===== config.mk =====
export PLATFORM = sky130hd
export DESIGN_NAME = bfda_min_tree
export DESIGN_NICKNAME = d
export VERILOG_FILES = /design/src/hdl/bfda_pkg.sv /design/src/hdl/bfda_min_tree.sv
export SDC_FILE = /design/constraint.sdc
export NUM_CORES = 1
export LEC_CHECK = 0
export BUFFER_PORTS_ARGS = -buffer_cell sky130_fd_sc_hd__buf_2
export CAP_MARGIN = 10
export CORE_MARGIN = 2
export CORE_UTILIZATION = 40
export CTS_CLUSTER_DIAMETER = 30
export CTS_CLUSTER_SIZE = 12
export DETAILED_ROUTE_END_ITERATION = 6
export PLACE_DENSITY = 0.62
export SYNTH_ARGS = -nofsm -noshare
export SYNTH_HDL_FRONTEND = slang
export SYNTH_SLANG_ARGS = --single-unit

===== constraint.sdc =====
create_clock -name clk -period 5.15 [get_ports clk]
set_clock_uncertainty 0.15 [all_clocks]
set_input_delay 1.03 -clock clk [delete_from_list [all_inputs] [get_ports clk]]
set_output_delay 1.03 -clock clk [all_outputs]
set_load 0.01 [all_outputs]

===== src/hdl/bfda_pkg.sv =====
package bfda_pkg;

  // Fixed field widths of the input and result words.
  localparam int DLY_W       = 10;
  localparam int FRAC_W      = 5;
  localparam int IPART_W     = DLY_W - FRAC_W;
  localparam int PTR_W       = 10;
  localparam int GROUP       = 4;
  localparam int PACKED_W    = GROUP * DLY_W;
  localparam int SENSORS     = 16;
  localparam int SENS_W      = $clog2(SENSORS);
  localparam int WNEW_W      = FRAC_W + 1;
  localparam int ADDR_WIDTH_DEF = 10;

  localparam logic [WNEW_W-1:0]  ONE_SAMPLE  = WNEW_W'(32);
  localparam logic [SENS_W-1:0]  LAST_SENSOR = SENS_W'(SENSORS - 1);

  typedef logic signed [DLY_W-1:0] dly_t;

  typedef struct packed {
    logic [PACKED_W-1:0] packed_delays;
    logic [PTR_W-1:0]    write_pointer;
  } in_word_t;

  typedef struct packed {
    logic [SENS_W-1:0] sensor;
    logic [PTR_W-1:0]  read_addr_older;
    logic [PTR_W-1:0]  read_addr_newer;
    logic [FRAC_W-1:0] weight_older;
    logic [WNEW_W-1:0] weight_newer;
    logic              last;
  } out_word_t;

  // Per-sensor result held in the output buffer.
  typedef struct packed {
    logic [PTR_W-1:0]  read_addr_older;
    logic [PTR_W-1:0]  read_addr_newer;
    logic [FRAC_W-1:0] weight_older;
    logic [WNEW_W-1:0] weight_newer;
  } res_t;

  // Stage enables for the minimum tree.
  typedef struct packed {
    logic en_a;
    logic en_b;
  } tree_ctl_t;

endpackage


===== src/hdl/bfda_min_tree.sv =====
module bfda_min_tree import bfda_pkg::*; (
  input  logic      clk,
  input  tree_ctl_t ctl,
  input  dly_t      dly_i [SENSORS],
  output dly_t      mn_o
);

  localparam int QUADS = SENSORS / 4;

  dly_t quad_nxt [QUADS];
  dly_t quad_r   [QUADS];
  dly_t mn_nxt;
  dly_t mn_r;

  function automatic dly_t min2(input dly_t a, input dly_t b);
    return (b < a) ? b : a;
  endfunction

  // First stage reduces groups of four, second stage the four partials.
  always_comb begin
    for (int q = 0; q < QUADS; q++) begin
      quad_nxt[q] = min2(min2(dly_i[4*q], dly_i[4*q+1]),
                         min2(dly_i[4*q+2], dly_i[4*q+3]));
    end
    mn_nxt = min2(min2(quad_r[0], quad_r[1]), min2(quad_r[2], quad_r[3]));
  end

  always_ff @(posedge clk) begin
    if (ctl.en_a) begin
      quad_r <= quad_nxt;
    end
    if (ctl.en_b) begin
      mn_r <= mn_nxt;
    end
  end

  assign mn_o = mn_r;

endmodule


### Yosys cells after proc, flatten, opt, wreduce, memory -nomap -nowiden

Index checks and enable logic that the tools add are counted.

| word-level totals | value |
|---|---|
| flip-flop bits (word level) | 50 |
| input bits | 163 |
| word-level logic and storage cells | 35 |

| operators by class | value |
|---|---|
| $lt $le $gt $ge | 15 |
| multiplexer cells | 15 |

Operators with widths:

| cell | number |
|---|---|
| < comparator 10 bit | 15 |
| 2-to-1 mux 10 bit | 15 |

### Logic depth before layout (Yosys ltp)

| depth | value |
|---|---|
| depth in word-level cells | 4 |
| gate-level depth with buffers | 19 |
| mapped depth without buffers | 18 |

### Worst setup path before layout

No wires, ideal clock.

| path | value |
|---|---|
| kind | in2reg |
| start | input port dly_i[97] (netlist name) |
| end | register quad_r[21] (netlist name) (data pin) |
| setup time | 263 ps |
| arrival time | 4,262 ps |
| slack | 474 ps |
| cell stages on the path | 17 |
| path buffers | 1 |
| cell sequence | inv_1 ha_1 a21o_1 a2111oi_4 o21ai_1 a31oi_4 clkbuf_1 nor2_1 a21oi_1 inv_1 ha_1 nand4_1 or4_1 nor2_1 o31ai_4 nand3_4 mux2i_1 |

RTL lines:

| item | line | RTL |
|---|---|---|
| from (decl) | bfda_min_tree.sv:4 | `input dly_t dly_i [SENSORS],` |
| to (signal assigned) | bfda_min_tree.sv:30 | `quad_r <= quad_nxt;` |
| to (decl) | bfda_min_tree.sv:11 | `dly_t quad_r [QUADS];` |

==> results.ini <==
[sta]
setup-tns-final_ps=0
hold_violations=0
relSlewSlack=0.316
rsz0062_at_grt=false
max_freq_ghz=0.209
final.period_utilization=0.928
finalSetupViolCount=0
holdWs_ps=550
tightest_slew_ps=1020
maxSlewViolCount=0
min_period_ps=4780

[setup_path]
crit_type=in -> reg
worstPathMaxFanout=10
crit_start=dly_i[157]
crit_chain=buf_2 > inv_1 > ha_1 > a21o_1 > a2111oi_4 > o2111a_1 > a211oi_2 > mux2i_1 > ha_1 > nand4_1 > nor2_1 > a221oi_1 > o21ai_0 > o21ai_0 > o21a_1 > buf_4 > mux2i_1
crit_path_start_kind=input pin
crit_family=compound AO/OA/AOI/OAI gates
slowest_delay_ps=850
r2r_setup_slack_ps=550
crit_path_end_kind=flop
crit_buf_inv=3
ff2ff_path_depth=14
timing.rr.end=mn_o[2]$_DFFE_PP_
reg2reg_from=quad_r[22]$_DFFE_PP_
worst_ep_arrival_time_ps=4760
cpMaxStageDelayCell=a211oi_2
worstPathRequired_ps=5130

[die]
dieArea_sq_um=18100
die_w_um=134
io-pin-count=173
fp.coreArea_sq_um=16600
fp-row-count=47
dieHeight_um=134
initial_core_util=0.409

[placed_design]
place_hpwl_mm=13.4
numPortBuffers=172
gp_congestion=0.863

[pwr]
p_leak_nw=4.48
ir_drop_uv=206
p_per_area_nw_per_um2=328

[synth]
synth_top_area_frac=0.248
synth-seq-area-share=0.220
syn_area_sq_um=6810
yosys.area.top_type=ha_1
ys_top_cells_by_count=155 x inv_1, 135 x ha_1, 88 x mux2i_1, 78 x a21oi_1, 64 x nor2_1
yosysUniqueCellTypes=63
synth_seq_cells=50
synth_fp_nets=1090
synth_most_common_cell=inv_1
synth-warning-count=0
ys_dominant_reg_cell=edfxtp_1
async_flop_share=0
syn_area_per_cell_sq_um=8.60
synth-edff-count=50
ys_top_cells_by_area=ha_1 25%, edfxtp_1 22%, mux2i_1 13%
syn_inst=792

[route]
vias_per_cell=4.98
wirelength_mm=15.3
ant_nets=0
num_vias=5920
wl_per_cell_um=12.9
drt_iter0_drc=240
drtPass1Iterations=4
drc=0

[clock_tree]
clock_sinks=50
cts_resized=0
cts.path.max_buffers=2
cts_tree=yes
htreeDepth=2
clk_latency_ps=280
post-cts-setup-buffers=0
cts_buffers=5
clock-root-buffer=clkbuf_16
cts.clk_slew.worst_paths_ps=60
cts_hold_buf=0

[global_routing]
grt_pass1_wl_mm=24.8
grt-ovfl-total=0
grtUsageTotal=0.167
antenna_found_initial=0
grt_max_degree=41
grt_pass1_vias=5495

[layout]
finalNetCount=1265
antenna_cells=0
syn_to_final_growth_pct=19.1
drive_gt1_frac=0.215

[flow_run]
maxCapViolCount=0

[worst_hold_path]
hp-start=quad_r[38]$_DFFE_PP_
min_to=mn_o[8]$_DFFE_PP_
min_path_cells=2
hold_class=reg -> reg

[run_status]
run_status=finished, final reports clean

[cell families after synthesis]
kind of cell               count (synthesis)  synth area share
AOI/OAI and AO/OA                        183             0.183
adders and majority gates                135             0.248
buffers and inverters                    170            0.0979
DFF                                       50             0.220
muxes                                     91             0.135
and+or+nand+nor                          163             0.116
[placed cells by master (no fill, tap or decap), types with 2 or more instances in the layout]
| cell | instances |
|---|---|
| a2bb2oi_1 | 2 |
| a21o_1 | 27 |
| a21boi_0 | 3 |
| nor3_1 | 4 |
| nand2_1 | 32 |
| and4_1 | 3 |
| a21oi_1 | 78 |
| ha_1 | 135 |
| and3_1 | 3 |
| buf_2 | 172 |
| o2111ai_1 | 2 |
| nand4b_1 | 2 |
| nor2b_1 | 7 |
| edfxtp_1 | 50 |
| a221oi_1 | 3 |
| nor2_1 | 64 |
| o31ai_1 | 2 |
| clkinv_2 | 2 |
| nand3_1 | 13 |
| nand2b_1 | 12 |
| inv_1 | 155 |
| and2_1 | 2 |
| mux2i_1 | 88 |
| o21ai_0 | 23 |
| a211oi_1 | 4 |
| a31oi_1 | 5 |
| o21ai_1 | 4 |
| o211ai_1 | 4 |
| clkbuf_16 | 5 |
| mux2_2 | 2 |
| o21a_1 | 3 |
| a2111oi_4 | 2 |
| buf_4 | 11 |
| nand4_1 | 14 |
[tightest hold or removal path: stages, from the launching register on]
cell      delay [ps]
edfxtp_1         340
mux2i_1          110
mux2i_1          130
[how the worst max path moves through the flow]
| stage | to | slack, ps | depth (start not counted) |
|---|---|---|---|
| finish | quad_r[31]$_DFFE_PP_ | 370 | 17 |
| global placement | quad_r[22]$_DFFE_PP_ | 130 | 16 |
| global route | quad_r[38]$_DFFE_PP_ | 70 | 17 |
| detailed placement | quad_r[31]$_DFFE_PP_ | 60 | 17 |
| floorplan | quad_r[21]$_DFFE_PP_ | 470 | 17 |
| CTS | quad_r[31]$_DFFE_PP_ | 340 | 17 |
[report_power, final]
part | internal (mW) | leakage (nW) | total [mW] | switching (mW)
Sequential | 0.636 | 0.489 | 0.694 | 0.0578
Clock | 0.227 | 0.0836 | 0.367 | 0.140
Combinational | 0.722 | 3.91 | 1.60 | 0.880
[metrics by stage]
stage / area (sq um) / instances / total power, mW / worst slack (ps) / util
2_1_floorplan: 6810 / 792 / 1.86 / 474 / -
3_3_place_gp: 7950 / 1180 / 2.28 / 127 / 0.478
3_5_place_dp: 7950 / 1180 / 2.30 / 63.6 / 0.478
4_1_cts: 8110 / 1188 / 2.68 / 342 / 0.488
5_1_grt: 8110 / 1188 / 2.91 / 71.2 / 0.488
6_report: 8110 / 1188 / 2.66 / 373 / 0.488
[per-layer routing]
layer  track usage  routed length (um)  up-vias
met5             0                   0        -
met3        0.0176                 695        8
li1              -                   -     3156
met4        0.0222                 144        0
met2         0.287                7030      139
met1         0.231                7430     2617
[sequential cells by signal, summed over array words and instances, names as in the netlist]
signal  cells
quad_r     40
mn_o       10
[layout make-up]
class / instances / area, sq um
clock buffer: 5 / 125
fill: 1628 / 8530
sequential: 50 / 1500
timing repair buffer: 183 / 943
multi-input combinational: 572 / 4650
tap: 220 / 275
clock inverter: 3 / 40.0
inverter: 155 / 582
Power figures use the tool's default switching activity.
