`config.mk`:
```
export PLATFORM = sky130hd
export DESIGN_NAME = bfda_lane
export DESIGN_NICKNAME = d
export VERILOG_FILES = /design/src/hdl/bfda_pkg.sv /design/src/hdl/bfda_lane.sv
export SDC_FILE = /design/constraint.sdc
export NUM_CORES = 1
export LEC_CHECK = 0
export CAP_MARGIN = 10
export CELL_PAD_IN_SITES_DETAIL_PLACEMENT = 0
export CELL_PAD_IN_SITES_GLOBAL_PLACEMENT = 1
export CORE_MARGIN = 1
export CORE_UTILIZATION = 43
export DETAILED_ROUTE_END_ITERATION = 10
export DONT_BUFFER_PORTS = 1
export GPL_TIMING_DRIVEN = 0
export PLACE_DENSITY_LB_ADDON = 0.3
export SLEW_MARGIN = 40
export SYNTH_ARGS = -nofsm -noshare
export SYNTH_HDL_FRONTEND = slang
export SYNTH_SLANG_ARGS = --single-unit
```
`constraint.sdc`:
```
create_clock -name vclk -period 7.8
set_input_delay 1.56 -clock vclk [all_inputs]
set_output_delay 1.56 -clock vclk [all_outputs]
set_load 0.02 [all_outputs]
```
`src/hdl/bfda_pkg.sv`:
```
package bfda_pkg;

  // Fixed field widths of the input and result words.
  localparam int DLY_W       = 10;
  localparam int FRAC_W      = 5;
  localparam int IPART_W     = DLY_W - FRAC_W;
  localparam int PTR_W       = 10;
  localparam int GROUP       = 4;
  localparam int PACKED_W    = GROUP * DLY_W;
  localparam int SENSORS     = 16;
  localparam int SENS_W      = $clog2(SENSORS);
  localparam int WNEW_W      = FRAC_W + 1;
  localparam int ADDR_WIDTH_DEF = 10;

  localparam logic [WNEW_W-1:0]  ONE_SAMPLE  = WNEW_W'(32);
  localparam logic [SENS_W-1:0]  LAST_SENSOR = SENS_W'(SENSORS - 1);

  typedef logic signed [DLY_W-1:0] dly_t;

  typedef struct packed {
    logic [PACKED_W-1:0] packed_delays;
    logic [PTR_W-1:0]    write_pointer;
  } in_word_t;

  typedef struct packed {
    logic [SENS_W-1:0] sensor;
    logic [PTR_W-1:0]  read_addr_older;
    logic [PTR_W-1:0]  read_addr_newer;
    logic [FRAC_W-1:0] weight_older;
    logic [WNEW_W-1:0] weight_newer;
    logic              last;
  } out_word_t;

  // Per-sensor result held in the output buffer.
  typedef struct packed {
    logic [PTR_W-1:0]  read_addr_older;
    logic [PTR_W-1:0]  read_addr_newer;
    logic [FRAC_W-1:0] weight_older;
    logic [WNEW_W-1:0] weight_newer;
  } res_t;

  // Stage enables for the minimum tree.
  typedef struct packed {
    logic en_a;
    logic en_b;
  } tree_ctl_t;

endpackage

```
`src/hdl/bfda_lane.sv`:
```
module bfda_lane import bfda_pkg::*; #(
  parameter int IDX        = 0,
  parameter int ADDR_WIDTH = ADDR_WIDTH_DEF
) (
  input  logic [PACKED_W-1:0] packed_delays,
  output dly_t                dly_o,
  input  dly_t                dly_i,
  input  dly_t                mn_i,
  input  logic [PTR_W-1:0]    wp_i,
  output res_t                res_o
);

  localparam int BASE_LSB = (GROUP - 1 - (IDX % GROUP)) * DLY_W;
  localparam bit NEG      = ((IDX / GROUP) % 2) == 1;
  localparam bit SHIFT    = (IDX / (2 * GROUP)) == 1;
  localparam int EAW      = (ADDR_WIDTH < PTR_W) ? ADDR_WIDTH : PTR_W;

  dly_t                base;
  dly_t                sel;
  logic signed [DLY_W:0] diff;
  logic [DLY_W-1:0]    adj;
  logic [EAW-1:0]      newer;
  logic [EAW-1:0]      older;

  // Sensor delay derivation: one of the four steering delays, optionally
  // negated with wrap, optionally halved toward minus infinity.
  always_comb begin
    base = packed_delays[BASE_LSB +: DLY_W];
    sel  = NEG ? dly_t'(~base + 1'b1) : base;
    dly_o = SHIFT ? (sel >>> 1) : sel;
  end

  // Adjusted delay is never negative and fits in ten bits.
  always_comb begin
    diff  = {dly_i[DLY_W-1], dly_i} - {mn_i[DLY_W-1], mn_i};
    adj   = diff[DLY_W-1:0];
    newer = wp_i[EAW-1:0] - EAW'(adj[DLY_W-1:FRAC_W]);
    older = newer - EAW'(1);
    res_o.read_addr_newer = PTR_W'(newer);
    res_o.read_addr_older = PTR_W'(older);
    res_o.weight_older    = adj[FRAC_W-1:0];
    res_o.weight_newer    = ONE_SAMPLE - {1'b0, adj[FRAC_W-1:0]};
  end

endmodule

```
* After elaboration in Yosys (flattened, before gate mapping) *
Index checks and enable logic that the tools add are counted.

cells by class
  add/subtract/negate cells = 4

operators with widths
  operator               count
  $sub 10x1->10 const B  1
  $sub 10x10->10         1
  $sub 10x5->10          1
  $sub 6x5->6 const A    1

word-level totals
  register bits after elaboration = 0
  output and inout bits = 41
  word-level logic and storage cells = 4

* Longest topological paths before layout *
  word-level depth = 3
  gate-level depth with buffers = 17
  depth with buffers taken out = 17

* Worst setup path after synthesis *
No wires, ideal clock.

  kind = input-to-output
  from = input dly_i[0]
  to = output res_o[27] (netlist name)
  arrival time = 5,387 ps
  data required time = 6,240 ps
  setup slack = 853 ps
  stages on the path = 17
  buffers on the path = 0
  cells stage by stage = inv_1 -> ha_1 -> inv_1 -> fa_1 -> a21o_1 -> a21oi_1 -> nor2b_1 -> o21a_1 -> o41ai_1 -> xor2_1 -> ha_1 -> a21o_1 -> nand2_1 -> nand2_1 -> o32ai_1 -> nor2_1 -> xor2_1

RTL lines
  element          RTL line         source
  start, declared  bfda_lane.sv:7   input dly_t dly_i,
  end, declared    bfda_lane.sv:10  output res_t res_o

==> out/qor.txt <==
Die Outline Area: 0.00272 mm²
CTS hold repair buffers: 0
overall via count from detail_route: 925
worst min path class: in -> out
number of failing setup endpoints in the final timing report: 0
kind of capture point of the worst setup path: primary output
share of final-layout standard cells stronger than drive strength 1: 15.4%
Ports: 111
peak clock frequency supported by timing: 141 MHz
Die X-Extent: 52.1 µm
number of library cell types mapped by synthesis: 39
pins over their slew limit: 0
floorplan die height: 52.1 µm
aggregate routed wire length: 2050 µm
crit start category: input port
mean routed wirelength per cell: 12.0 µm
worst path required time: 6240 ps
Place WS: 676 ps
first-pass detailed-route iteration total: 4
total power per unit cell area: 213 mW/mm²
Synth-to-Final Area Change: 3.94%
Final Hold Fails: 0
critical setup path kind: in -> out
maximum number of pins on one net before global-route repair: 7
Slew @ Worst Pin: 755 ps
core area: 0.00230 mm²
gr ovfl total: 0
number of warning messages in the yosys log: 0
Slew Limit Headroom: 49.7%
final worst-path cycle share: 91.1%
count of fill cells added during filler insertion: 225
leading cell types by count after synthesis: sky130_fd_sc_hd__inv_1 (19), sky130_fd_sc_hd__ha_1 (16), sky130_fd_sc_hd__xor2_1 (14)
sum of negative setup slack: 0 ps
number of design-rule violations left by the first detailed-router iteration: 8
Mapped Nets: 231
outcome: completed
count of inserted antenna diode cells: 0
Post-Syn Area per Cell: 7.55 µm²
peak fanout along the critical path: 4
Site Rows: 17
weighted congestion reported at the end of routability-driven placement: 0.742
proportion of synthesized chip area in sequential cells: 0%
DRC errors left: 0
leakage: 0.549 nW
post-CTS setup buffer count: 0
post-route minimum period: 7110 ps
final core area utilization: 48.9%
Overall Power: 0.239 mW
residual antenna-violating net count after detailed routing: 0
post-detail-place hpwl: 1890 µm
fin nets: 233
gate count after technology mapping: 143
PostCTS Resize Cnt: 0
cell with the most instances after synthesis: sky130_fd_sc_hd__inv_1
area taken by flip-flops and latches: 0 µm²
Cells on Worst Hold Path: 1
vias in the first global route: 747
first-pass GRT wire length: 2900 µm
top cell type's share of synthesized area: 18.5%
clock tree buffer count of the final layout: 0
Worst Setup Slack, final: 695 ps
post-synthesis cell type with the largest combined area: sky130_fd_sc_hd__ha_1
cell types with the largest area share after synthesis: sky130_fd_sc_hd__ha_1 (19%), sky130_fd_sc_hd__xor2_1 (11%), sky130_fd_sc_hd__xnor2_1 (8.1%)
number of max-cap violations: 0
number of buffer cells added on primary ports: 0
effective utilization at floorplan: 47.0%
post-synth design cell area: 0.00108 mm²
arrival time at the worst endpoint: 5550 ps
antenna violations before repair: 0
gr usage total: 13.4%
Max VDD drop: 0.000127 V
number of flip-flops and latches: 0
average vias per placed instance: 5.41
unrepaired setup endpoints after global routing: no
## worst max-delay path: stages
cell and delay, ps:
sky130_fd_sc_hd__inv_1 40, sky130_fd_sc_hd__ha_1 170, sky130_fd_sc_hd__inv_1 60, sky130_fd_sc_hd__fa_1 400
sky130_fd_sc_hd__a21o_1 170, sky130_fd_sc_hd__a21oi_1 210, sky130_fd_sc_hd__nor2b_1 80, sky130_fd_sc_hd__o21a_1 180
sky130_fd_sc_hd__nor2_1 200, sky130_fd_sc_hd__xnor2_1 130, sky130_fd_sc_hd__fa_1 460, sky130_fd_sc_hd__or2b_1 260
sky130_fd_sc_hd__a21oi_1 180, sky130_fd_sc_hd__xor2_1 220, sky130_fd_sc_hd__or3b_4 450, sky130_fd_sc_hd__a2111oi_2 360
sky130_fd_sc_hd__xor2_1 420
## area by class of cell
type / count / area, µm² / share of cell area (%)
Buffer: 11 / 82.6 / 7.36
Tap cell: 28 / 35.0 / 3.12
Multi-Input combinational cell: 112 / 930 / 82.8
Inverter: 20 / 75.1 / 6.69
## metal layers
| layer | up-vias | part of all wire (%) | GRT usage (%) |
|---|---|---|---|
| met2 | 52 | 45 | 24.6 |
| met5 | - | 0 | 0 |
| met4 | 0 | 0.39 | 0.901 |
| li1 | 483 | - | - |
| met3 | 2 | 9.4 | 2.34 |
| met1 | 388 | 45 | 16.8 |
## where the power goes
part           switching, mW  internal, mW
clock                      0             0
sequential                 0             0
combinational          0.168        0.0717
total                  0.168        0.0717
## cells in the final DEF, fill, tap and decap left out, types with 2 or more instances in the layout
cell type,synthesis,routed
sky130_fd_sc_hd__a2111oi_0,2,2
sky130_fd_sc_hd__a211oi_1,2,2
sky130_fd_sc_hd__a21o_1,2,2
sky130_fd_sc_hd__a21oi_1,5,5
sky130_fd_sc_hd__buf_4,11,11
sky130_fd_sc_hd__fa_1,2,2
sky130_fd_sc_hd__ha_1,16,16
sky130_fd_sc_hd__inv_1,19,19
sky130_fd_sc_hd__nand2_1,8,8
sky130_fd_sc_hd__nand2b_1,2,2
sky130_fd_sc_hd__nand3_1,2,2
sky130_fd_sc_hd__nor2_1,7,7
sky130_fd_sc_hd__nor2b_1,3,3
sky130_fd_sc_hd__nor3_1,5,5
sky130_fd_sc_hd__nor3b_1,2,2
sky130_fd_sc_hd__o21ai_0,8,8
sky130_fd_sc_hd__o41ai_1,2,2
sky130_fd_sc_hd__xnor2_1,10,10
sky130_fd_sc_hd__xor2_1,14,14
sky130_fd_sc_hd__xor2_2,2,2
## kinds of logic after synthesis
group           after synthesis  synth area share (%)
xor+xnor                     26                  22.5
mux                           1                 0.927
fa+ha+maj                    18                  22.2
simple gates                 40                  21.7
compound gates               27                  18.1
buf+inv                      31                  14.6
## per-stage QoR
step	hold slack [ps]	cell area, µm²	std cells
2_1_floorplan	3230	1080	143
3_3_place_gp	3230	1110	171
3_5_place_dp	3230	1120	171
4_1_cts	3230	1120	171
5_1_grt	3230	1120	171
6_report	3230	1120	171
## path summary, 6_finish.rpt
path / slack, ps / to / startpoint
worst max-delay path: 690 / res_o[30] / dly_i[0]
worst min-delay path: 3230 / dly_o[1] / packed_delays[31]
Power figures use the tool's default switching activity.
